## config.mk

```make
export PLATFORM = sky130hd
export DESIGN_NAME = ascii_hex_frame_builder
export DESIGN_NICKNAME = d
export VERILOG_FILES = /design/src/design/ahfb_pkg.sv /design/src/design/ahfb_front.sv /design/src/design/ahfb_cmd_queue.sv /design/src/design/ahfb_back.sv /design/src/design/ascii_hex_frame_builder.sv
export SDC_FILE = /design/constraint.sdc
export NUM_CORES = 1
export LEC_CHECK = 0
export BUFFER_PORTS_ARGS = -buffer_cell sky130_fd_sc_hd__buf_2
export CAP_MARGIN = 5
export CORE_MARGIN = 2
export CORE_UTILIZATION = 60
export DETAILED_ROUTE_END_ITERATION = 12
export GPL_ROUTABILITY_DRIVEN = 0
export PLACE_DENSITY = 0.78
export REMOVE_ABC_BUFFERS = 1
export SLEW_MARGIN = 0
export SYNTH_ARGS = -nofsm -noshare
export SYNTH_HDL_FRONTEND = slang
export SYNTH_HIERARCHICAL = 1
export SYNTH_SLANG_ARGS = --single-unit
```

## constraint.sdc

```tcl
create_clock -name clock -period 3.7 [get_ports clock]
set_input_delay 0.555 -clock clock [delete_from_list [all_inputs] [get_ports clock]]
set_output_delay 0.555 -clock clock [all_outputs]
set_load 0.01 [all_outputs]
```

## src/design/ahfb_pkg.sv

```systemverilog
// Shared types, constants and helpers for the ASCII hex frame builder.
package ahfb_pkg;

   localparam logic [7:0]  SOH_BYTE     = 8'h01;
   localparam logic [7:0]  LF_BYTE      = 8'h0A;
   localparam logic [15:0] LEN_OVERHEAD = 16'd6;
   localparam int unsigned HEX_BASE     = 16;

   localparam int unsigned DEFAULT_QUEUE_DEPTH = 4;

   localparam logic FUNC_START = 1'b0;
   localparam logic FUNC_TEXT  = 1'b1;

   // at most one command per accepted transaction, handed from front to back
   typedef struct packed {
      logic        is_text;   // 0: header (SOH + length digits), 1: one text byte
      logic        trailer;   // checksum digits and LF follow
      logic [15:0] data;      // frame length for a header, text byte in [7:0]
      logic [7:0]  csum;      // checksum as it stands after this command
   } cmd_type;

   function automatic logic [7:0] hex_digit(input logic [3:0] nib);
      logic [7:0] res;
      if (nib < 4'(HEX_BASE - 6)) begin
         res = 8'h30 + {4'h0, nib};
      end else begin
         res = 8'h57 + {4'h0, nib};
      end
      return res;
   endfunction

endpackage

```

## src/design/ahfb_front.sv

```systemverilog
// Front end: accepts transactions, tracks frame state and issues commands.
module ahfb_front
   import ahfb_pkg::*;
(
   input  logic        clock,
   input  logic        reset,
   input  logic        push,
   input  logic        func,
   input  logic [15:0] text_length,
   input  logic [7:0]  text_byte,
   input  logic        q_full,
   output logic        q_push,
   output cmd_type     q_cmd
);

   logic [7:0]  running_xor_ff, running_xor_in;
   logic [15:0] bytes_remaining_ff, bytes_remaining_in;
   logic        frame_open_ff, frame_open_in;

   logic        accept;
   logic [15:0] flen;
   logic [7:0]  head_xor;
   logic [7:0]  text_xor;
   logic [15:0] rem_dec;

   assign accept   = push && !q_full;
   assign flen     = text_length + LEN_OVERHEAD;
   assign head_xor = SOH_BYTE ^ hex_digit(flen[15:12]) ^ hex_digit(flen[11:8])
                   ^ hex_digit(flen[7:4]) ^ hex_digit(flen[3:0]);
   assign text_xor = running_xor_ff ^ text_byte;
   assign rem_dec  = bytes_remaining_ff - 16'd1;

   always_comb begin
      running_xor_in     = running_xor_ff;
      bytes_remaining_in = bytes_remaining_ff;
      frame_open_in      = frame_open_ff;
      q_push             = 1'b0;
      q_cmd              = '0;
      if (accept) begin
         if (func == FUNC_START) begin
            q_push         = 1'b1;
            q_cmd.is_text  = 1'b0;
            q_cmd.trailer  = (text_length == 16'd0);
            q_cmd.data     = flen;
            q_cmd.csum     = head_xor;
            running_xor_in = head_xor;
            bytes_remaining_in = text_length;
            frame_open_in  = (text_length != 16'd0);
         end else if (frame_open_ff) begin
            q_push         = 1'b1;
            q_cmd.is_text  = 1'b1;
            q_cmd.trailer  = (rem_dec == 16'd0);
            q_cmd.data     = {8'h00, text_byte};
            q_cmd.csum     = text_xor;
            running_xor_in = text_xor;
            bytes_remaining_in = rem_dec;
            frame_open_in  = (rem_dec != 16'd0);
         end
         // text byte with no frame open: dropped
      end
   end

   always_ff @(posedge clock) begin
      if (reset) begin
         running_xor_ff     <= '0;
         bytes_remaining_ff <= '0;
         frame_open_ff      <= 1'b0;
      end else begin
         running_xor_ff     <= running_xor_in;
         bytes_remaining_ff <= bytes_remaining_in;
         frame_open_ff      <= frame_open_in;
      end
   end

endmodule

```

## src/design/ahfb_cmd_queue.sv

```systemverilog
// Short command queue between the front end and the byte sequencer.
module ahfb_cmd_queue
   import ahfb_pkg::*;
#(
   parameter int unsigned QUEUE_DEPTH = DEFAULT_QUEUE_DEPTH
) (
   input  logic    clock,
   input  logic    reset,
   input  logic    push,
   input  cmd_type push_cmd,
   output logic    full,
   input  logic    pop,
   output logic    valid,
   output cmd_type head_cmd
);

   localparam int unsigned PTR_W = (QUEUE_DEPTH > 1) ? $clog2(QUEUE_DEPTH) : 1;
   localparam int unsigned CNT_W = $clog2(QUEUE_DEPTH + 1);
   localparam logic [PTR_W-1:0] LAST_PTR   = PTR_W'(QUEUE_DEPTH - 1);
   localparam logic [CNT_W-1:0] FULL_COUNT = CNT_W'(QUEUE_DEPTH);

   cmd_type            entry_ff [QUEUE_DEPTH];
   logic [PTR_W-1:0]   wr_ptr_ff, wr_ptr_in;
   logic [PTR_W-1:0]   rd_ptr_ff, rd_ptr_in;
   logic [CNT_W-1:0]   count_ff, count_in;

   assign full     = (count_ff == FULL_COUNT);
   assign valid    = (count_ff != '0);
   assign head_cmd = entry_ff[rd_ptr_ff];

   always_comb begin
      wr_ptr_in = wr_ptr_ff;
      rd_ptr_in = rd_ptr_ff;
      count_in  = count_ff;
      if (push) begin
         wr_ptr_in = (wr_ptr_ff == LAST_PTR) ? '0 : wr_ptr_ff + PTR_W'(1);
      end
      if (pop) begin
         rd_ptr_in = (rd_ptr_ff == LAST_PTR) ? '0 : rd_ptr_ff + PTR_W'(1);
      end
      case ({push, pop})
         2'b10:   count_in = count_ff + CNT_W'(1);
         2'b01:   count_in = count_ff - CNT_W'(1);
         default: count_in = count_ff;
      endcase
   end

   always_ff @(posedge clock) begin
      if (push) begin
         entry_ff[wr_ptr_ff] <= push_cmd;
      end
   end

   always_ff @(posedge clock) begin
      if (reset) begin
         wr_ptr_ff <= '0;
         rd_ptr_ff <= '0;
         count_ff  <= '0;
      end else begin
         wr_ptr_ff <= wr_ptr_in;
         rd_ptr_ff <= rd_ptr_in;
         count_ff  <= count_in;
      end
   end

endmodule

```

## src/design/ahfb_back.sv

```systemverilog
// Back end: expands commands into frame bytes behind a one-entry output register.
module ahfb_back
   import ahfb_pkg::*;
(
   input  logic       clock,
   input  logic       reset,
   input  logic       q_valid,
   input  cmd_type    q_cmd,
   output logic       q_pop,
   output logic       rsp_empty,
   input  logic       rsp_pop,
   output logic [7:0] rsp_out_byte,
   output logic       rsp_run_last
);

   // byte positions within a command; a text byte sits at the last digit slot
   localparam logic [2:0] POS_SOH     = 3'd0;
   localparam logic [2:0] POS_DIG3    = 3'd1;
   localparam logic [2:0] POS_DIG2    = 3'd2;
   localparam logic [2:0] POS_DIG1    = 3'd3;
   localparam logic [2:0] POS_DIG0    = 3'd4;
   localparam logic [2:0] POS_CSUM_HI = 3'd5;
   localparam logic [2:0] POS_CSUM_LO = 3'd6;
   localparam logic [2:0] POS_LF      = 3'd7;

   logic [2:0] step_ff, step_in;
   logic       out_valid_ff, out_valid_in;
   logic [7:0] out_byte_ff, out_byte_in;
   logic       out_last_ff, out_last_in;

   logic       load;
   logic [2:0] pos;
   logic [2:0] last_pos;
   logic       last;
   logic [7:0] cur_byte;

   assign load     = q_valid && (!out_valid_ff || rsp_pop);
   assign pos      = q_cmd.is_text ? step_ff + POS_DIG0 : step_ff;
   assign last_pos = q_cmd.trailer ? POS_LF : POS_DIG0;
   assign last     = (pos == last_pos);
   assign q_pop    = load && last;

   always_comb begin
      unique case (pos)
         POS_SOH:     cur_byte = SOH_BYTE;
         POS_DIG3:    cur_byte = hex_digit(q_cmd.data[15:12]);
         POS_DIG2:    cur_byte = hex_digit(q_cmd.data[11:8]);
         POS_DIG1:    cur_byte = hex_digit(q_cmd.data[7:4]);
         POS_DIG0:    cur_byte = q_cmd.is_text ? q_cmd.data[7:0]
                                               : hex_digit(q_cmd.data[3:0]);
         POS_CSUM_HI: cur_byte = hex_digit(q_cmd.csum[7:4]);
         POS_CSUM_LO: cur_byte = hex_digit(q_cmd.csum[3:0]);
         POS_LF:      cur_byte = LF_BYTE;
         default:     cur_byte = LF_BYTE;
      endcase
   end

   always_comb begin
      step_in      = step_ff;
      out_valid_in = out_valid_ff;
      out_byte_in  = out_byte_ff;
      out_last_in  = out_last_ff;
      if (load) begin
         out_valid_in = 1'b1;
         out_byte_in  = cur_byte;
         out_last_in  = last;
         step_in      = last ? 3'd0 : step_ff + 3'd1;
      end else if (rsp_pop) begin
         out_valid_in = 1'b0;
      end
   end

   always_ff @(posedge clock) begin
      if (reset) begin
         step_ff      <= '0;
         out_valid_ff <= 1'b0;
      end else begin
         step_ff      <= step_in;
         out_valid_ff <= out_valid_in;
      end
      out_byte_ff <= out_byte_in;
      out_last_ff <= out_last_in;
   end

   assign rsp_empty    = !out_valid_ff;
   assign rsp_out_byte = out_byte_ff;
   assign rsp_run_last = out_last_ff;

endmodule

```

## src/design/ascii_hex_frame_builder.sv

```systemverilog
// Top level of the ASCII hex frame builder.
//
// Input side is a queue: a transaction is taken when req_push is high and
// req_full is low. req_func 0 opens a frame of req_text_length text bytes,
// req_func 1 carries one text byte in req_text_byte (dropped if no frame).
// Result side is a queue: rsp_out_byte/rsp_run_last are valid while rsp_empty
// is low and are taken when rsp_pop is high.
// A start yields SOH and four hex length digits (plus checksum digits and LF
// when the text is empty); a text byte yields itself (plus the trailer when
// it closes the frame). rsp_run_last marks the final byte of each transaction.
// The first byte passes through the command queue and the output register.
// The front end takes one transaction a cycle while req_full is low; the back
// end emits one byte a cycle while rsp_pop is high, so text bytes stream at one
// per cycle and header/trailer bytes drain from the command queue (QUEUE_DEPTH
// entries) while req_full holds the sender off.
// Reset clears the frame state, the queue and the output register.
// If the receiver stalls, the output byte holds, the queue fills, then
// req_full rises; nothing is lost.
module ascii_hex_frame_builder
   import ahfb_pkg::*;
#(
   parameter int unsigned QUEUE_DEPTH = DEFAULT_QUEUE_DEPTH
) (
   input  logic        clock,
   input  logic        reset,
   input  logic        req_push,
   output logic        req_full,
   input  logic        req_func,
   input  logic [15:0] req_text_length,
   input  logic [7:0]  req_text_byte,
   output logic        rsp_empty,
   input  logic        rsp_pop,
   output logic [7:0]  rsp_out_byte,
   output logic        rsp_run_last
);

   logic    q_push, q_full, q_pop, q_valid;
   cmd_type push_cmd, head_cmd;

   assign req_full = q_full;

   ahfb_front u_front (
      .clock       (clock),
      .reset       (reset),
      .push        (req_push),
      .func        (req_func),
      .text_length (req_text_length),
      .text_byte   (req_text_byte),
      .q_full      (q_full),
      .q_push      (q_push),
      .q_cmd       (push_cmd)
   );

   ahfb_cmd_queue #(
      .QUEUE_DEPTH (QUEUE_DEPTH)
   ) u_queue (
      .clock    (clock),
      .reset    (reset),
      .push     (q_push),
      .push_cmd (push_cmd),
      .full     (q_full),
      .pop      (q_pop),
      .valid    (q_valid),
      .head_cmd (head_cmd)
   );

   ahfb_back u_back (
      .clock        (clock),
      .reset        (reset),
      .q_valid      (q_valid),
      .q_cmd        (head_cmd),
      .q_pop        (q_pop),
      .rsp_empty    (rsp_empty),
      .rsp_pop      (rsp_pop),
      .rsp_out_byte (rsp_out_byte),
      .rsp_run_last (rsp_run_last)
   );

`ifndef SYNTH
   a_pop_needs_cmd : assert property (@(posedge clock) disable iff (reset)
      q_pop |-> q_valid)
      else $error("command popped from empty queue");

   a_push_not_full : assert property (@(posedge clock) disable iff (reset)
      q_push |-> !q_full)
      else $error("command pushed into full queue");

   a_reset_clears : assert property (@(posedge clock)
      reset |=> rsp_empty && !q_valid)
      else $error("output or queue not cleared by reset");
`endif

endmodule
```

After elaboration in Yosys (flattened, before gate mapping)
Memories as Yosys holds them, arrays and structs flattened. A register that Yosys moved wholly into a read port is not among the register bits. Cells that the tools add are included.

$add $sub $neg: 28. Order comparisons: 10. Eq/ne operators: 14. Muxes and demuxes: 36. Bitwise logic cells: 5. Reduce and logical (&&, ||, !) cells: 15.

Operator list (count): $mux 8 (13); $add 7x4->8 const A (10); $mux 26 (3); $add 6x4->7 const A (10); $pmux 8 s8 (1); $lt 4x4->1 const B (10); $logic_not 16->1 (2); $mux 16 (2); $reduce_bool 16->1 (2); $xor 8x8->8 (4); $add 16x3->16 const B (1); $sub 16x1->16 const B (1); $eq 3x3->1 const B (5); $mux 2 (5); $mux 1 (9); $add 3x1->3 const B (2); $eq 2x2->1 const B (3); $eq 3x2->1 const B (2); $mux 3 (2); $pmux 3 s2 (1); $add 2x1->2 const B (2); $reduce_bool 2->1 (2); $add 3x3->3 const B (1); $eq 3x1->1 const B (1); other kinds (11) (14).

Register bits: 45. Memory bits (writable): 104. Input bits: 29. Output and inout port bits: 11. Memories kept: 1.

Memories: u_queue.entry_ff (words 4, width 26, rd ports 1, clocked after Yosys merged registers in 1, write ports 1, RTL line ahfb_cmd_queue.sv:22) `cmd_type entry_ff [QUEUE_DEPTH];`.

Logic depth before layout (Yosys ltp)
Depth in word-level cells: 9. Depth in mapped cells: 16.

By module
The synthesis kept the hierarchy.

Modules (own cells, without submodules): ahfb_cmd_queue (instances 1, cells each 184, area each 4246.6 µm², sequential area each 3303.2 µm²); ahfb_front (instances 1, cells each 486, area each 3335.7 µm², sequential area each 500.5 µm²); ahfb_back (instances 1, cells each 181, area each 1448.9 µm², sequential area each 350.3 µm²).

Worst setup path after synthesis
No wires, ideal clock.

Path kind: input -> register. Start point: input req_text_length[1]. End point: memory u_queue/entry_ff[0][2] (netlist name), data pin. Arrival: 3176 ps. Required time: 3436 ps. Setup slack: 260 ps. Cell stages on the path: 16. Cell sequence: buf_6 > inv_1 > ha_1 > buf_6 > nand3b_4 > nor4_4 > buf_4 > xnor2_1 > ha_1 > nor2_1 > mux2_1 > a211oi_1 > and3_2 > nor4b_2 > nor2_1 > and3_1.

RTL lines: from (decl) (RTL line ascii_hex_frame_builder.sv:29) `input logic [15:0] req_text_length,`; to (decl) (RTL line ahfb_cmd_queue.sv:22).

==> impl_results.md <==
* Psw at between 0.001 and 0.0015 W
* Post CTS Setup Buffer Count at 0
* First-pass GRT wire length at between 30,000 and 40,000 um
* Slowest-stage cell, CP: mux4_1
* Yosys warns at 6
* CTS Root Cell: clkbuf_16
* Starting Density at 0.617
* Largest family of logic cells by synthesized area: simple AND/OR/NAND/NOR gates
* Vias in the first global route at between 6k and 7k
* Critical path data required time at a little over 4000 ps
* Post-synth top area cell: edfxtp_1
* EDFF count, synth at between 100 and 150
* Clock Latency Late Sink at about 420 ps
* TritonRoute pass-1 iters at 6
* Grt total ovfl at 0
* Num rows at 44
* Die Wd at 127 um
* RSZ-0062 raised after global routing: no
* Reg power frac at 0.416
* CTS tree: done
* Leak at 3.51 nW
* Peak supply drop at about 0.4 mV
* Longest Clk Path Bufs at 2
* WL per Instance at 19.7 um
* WHS Endpoint: u_back/out_valid_ff
* CP arrival at 3660 ps
* Pint at 0.00345 W
* Hold_ws at around 470 ps
* Core area at 14,600 sq um
* Slew @ Worst Pin at 743 ps
* Cts bufs inserted at 17
* Clock Pin Slew Worst Setup and Hold Paths at roughly 60 ps
* Mean Syn Cell Area at between 10 and 15 sq um
* Ports at 40
* Largest net degree at the start of global routing at 42
* Sw frac at 0.298
* Number of distinct library cells after synthesis at between 80 and 90
* Worst setup SP type: register
* Fillcell total at 1,053
* Reg-to-Reg End: u_queue/count_ff[2]
* DP Area at between 9000 and 10,000 sq um
* Met3 routed WL at 1390 um
* Global Route Usage Sum at 0.271
* Total Routed Length at 21,100 um
* Hold_sp: rsp_pop
* Finished Layout Cells at 1,071
* Endpoint class of the critical path: register
* Area contributors post-synth: edfxtp_1 (38%), dfxtp_1 (8.4%), mux4_2 (5.0%)
* Hold Vio Cnt, Final at 0
* Dpl hpwl at between 10,000 and 15,000 um
* Nets at 930
* Slowest cell delay on critical path at 660 ps
* Top Metal Used: met4
* Register area share after synthesis at 0.460
* Reg2reg setup slack at around 400 ps
* Placed Cells incl. Taps at between 1k and 1.5k
* Area growth from synthesis to layout at 9.19%
* Comb power frac at 0.246
* Clk_skew at roughly 5.4 ps
* Crit-path max FO at 5
* Setup_tns at 0 ps
* Post-synth top flop: edfxtp_1
* Crit path time final at between 3000 and 4000 ps
* Mapped cell area at ~9000 sq um
* Die height at 127 um
* CP cell instances: mux4_1 -> xor2_2 -> o21ai_0 -> nor2_1 -> ha_1 -> inv_1 -> fa_1 -> xor2_1 -> or3_1 -> a21oi_1
* Post-synthesis xor/xnor area fraction at 0.0554
* H-tree depth at 4
* Synthesized instance count at ~850
* Initial antenna violation count at 0
* DIE AREA at ~16,000 sq um
* Flops & latches, synth at ~150
* # setup viols final at 0
* Mux share of post-synthesis cell area at 0.0763
* # clock sinks at around 150
* Setup CP Type: reg -> reg
* Hold Path Class: in -> reg
* ANT nets after route at 0
* Residual DRC at 0
* DR WL met2 at around 11,000 um
* Rel. slew slack at 0.504
* Met1 Wirelength at 8590 um
* Min-Delay Path Depth at 3
* Final period utilization at 0.895
* Cts-stage hold buffer count at 0
* Power per Cell Area at approximately 500 nW/um^2
* Status: complete, no violations
* Synth Area in Simple Gates at 0.170
* Clock power share at 0.337
* Async SR Flop Fraction at 0
* Vias at 7,012
* Post-CTS sizing at 0
* Fin area at approximately 9900 sq um
* Post-Synth Adder-Cell Area at 0.0382
* Slew Viols, Final at 0
* Max Fclk at 302 MHz
* Share of cells above drive strength 1 at 0.150
* Port buffer count at 39
* Synth top area share at 0.376
* Depth of the most critical reg-to-reg path at 10
* Ant diodes at 0
* Post-synthesis compound-gate area fraction at 0.148
* Iter 0 DRT Violations at ~900
* Via density at 6.55
* Max Cap Violations at 0
Yosys cell counts (4+ instances only):
| master | instances |
|---|---|
| xnor2_1 | 33 |
| buf_1 | 4 |
| and2_1 | 7 |
| o21ai_0 | 49 |
| nand2_1 | 71 |
| o31ai_1 | 4 |
| o211ai_1 | 13 |
| ha_1 | 26 |
| mux4_1 | 6 |
| nand2b_1 | 5 |
| nor4b_1 | 4 |
| clkbuf_1 | 22 |
| a21oi_1 | 47 |
| nor2b_1 | 14 |
| a22oi_1 | 11 |
| a211oi_1 | 23 |
| or3_1 | 5 |
| nor4_1 | 6 |
| buf_2 | 14 |
| nor2_1 | 81 |
| nand3b_1 | 4 |
| mux4_2 | 20 |
| nand3_1 | 17 |
| xor2_1 | 16 |
| dfxtp_1 | 38 |
| nand4_1 | 10 |
| a31oi_1 | 9 |
| edfxtp_1 | 113 |
| buf_6 | 6 |
| inv_1 | 36 |
| mux2i_1 | 7 |
| o22ai_1 | 12 |
| and4b_1 | 5 |
| buf_4 | 7 |
| nor3_1 | 19 |
| and3_1 | 12 |
how the worst max path moves through the flow:
stage / from / end / slack, ps / cells after the start
2_1_floorplan: register / u_queue/count_ff[2] / -500 / 10
4_1_cts: register / u_queue/count_ff[2] / 370 / 10
3_3_place_gp: req_text_length[2] / u_queue/entry_ff[2][2] / 320 / 14
3_5_place_dp: req_text_length[2] / u_queue/entry_ff[2][2] / 150 / 14
6_report: register / u_queue/count_ff[2] / 390 / 10
5_1_grt: register / u_queue/count_ff[2] / 160 / 10
critical path, delay by kind of cell, from the launching register on:
family	cells	cell delay, ps
AO/OA/AOI/OAI	2	380
buffers and inverters	1	70
adder cells (fa/ha/maj)	2	650
XOR/XNOR	2	340
AND/OR/NAND/NOR	2	700
flip-flops	1	440
multiplexers	1	660
power by group through the flow:
stage	sequential [W]	combinational (W)	clock, W
floorplan	0.00210	0.000796	0
global placement	0.00207	0.00114	0
detailed placement	0.00208	0.00119	0
CTS	0.00205	0.00119	0.00168
global route	0.00206	0.00132	0.00176
finish	0.00205	0.00121	0.00166
per-stage QoR:
stage | power [W] | worst slack (ps) | utilization
after floorplan | 0.00290 | -500 | -
after global placement | 0.00321 | 316 | 0.634
after detailed placement | 0.00327 | 145 | 0.634
after CTS | 0.00492 | 373 | 0.673
after global routing | 0.00515 | 162 | 0.673
final | 0.00492 | 388 | 0.673
state kept, by name (all words and copies together), names as in the netlist, named ones only:
register,cells
u_back/out_valid_ff,1
u_back/rsp_out_byte,8
u_back/rsp_run_last,1
u_back/step_ff,3
u_front/bytes_remaining_ff,16
u_front/frame_open_ff,1
u_front/running_xor_ff,8
u_queue/count_ff,3
u_queue/entry_ff,104
u_queue/rd_ptr_ff,2
u_queue/wr_ptr_ff,2
per-layer routing:
metal	track usage	vias up
li1	-	3243
met1	0.345	3348
met2	0.463	354
met3	0.0531	67
met4	0.105	0
met5	0	-
final cells by class:
type                       count  area [sq um]  share of cell area
inverter                      37           139              0.0141
sequential                   151          4150               0.421
tap                          184           230              0.0233
timing repair buffer          60           353              0.0358
clock buffer                  21           483              0.0490
clock inverter                11          96.3             0.00977
multi-input combinational    607          4410               0.447
cell families (layout without fill, tap and decap cells):
logic type / after synthesis / after routing
compound gates: 206 / 206
fa+ha+maj: 27 / 27
buf+inv: 93 / 129
mux: 34 / 34
simple gates: 287 / 287
flops: 151 / 151
xor+xnor: 53 / 53
layout by cell type (no fill, tap or decap), types with 21 or more instances in the layout:
cell type and n:
o21ai_0 49, nor2_1 81, buf_2 39, nand2_1 71, ha_1 26, buf_4 21
inv_1 36, a211oi_1 23, dfxtp_1 38, xnor2_1 33, edfxtp_1 113, a21oi_1 47
No activity file was read; power rests on OpenSTA's default activity.
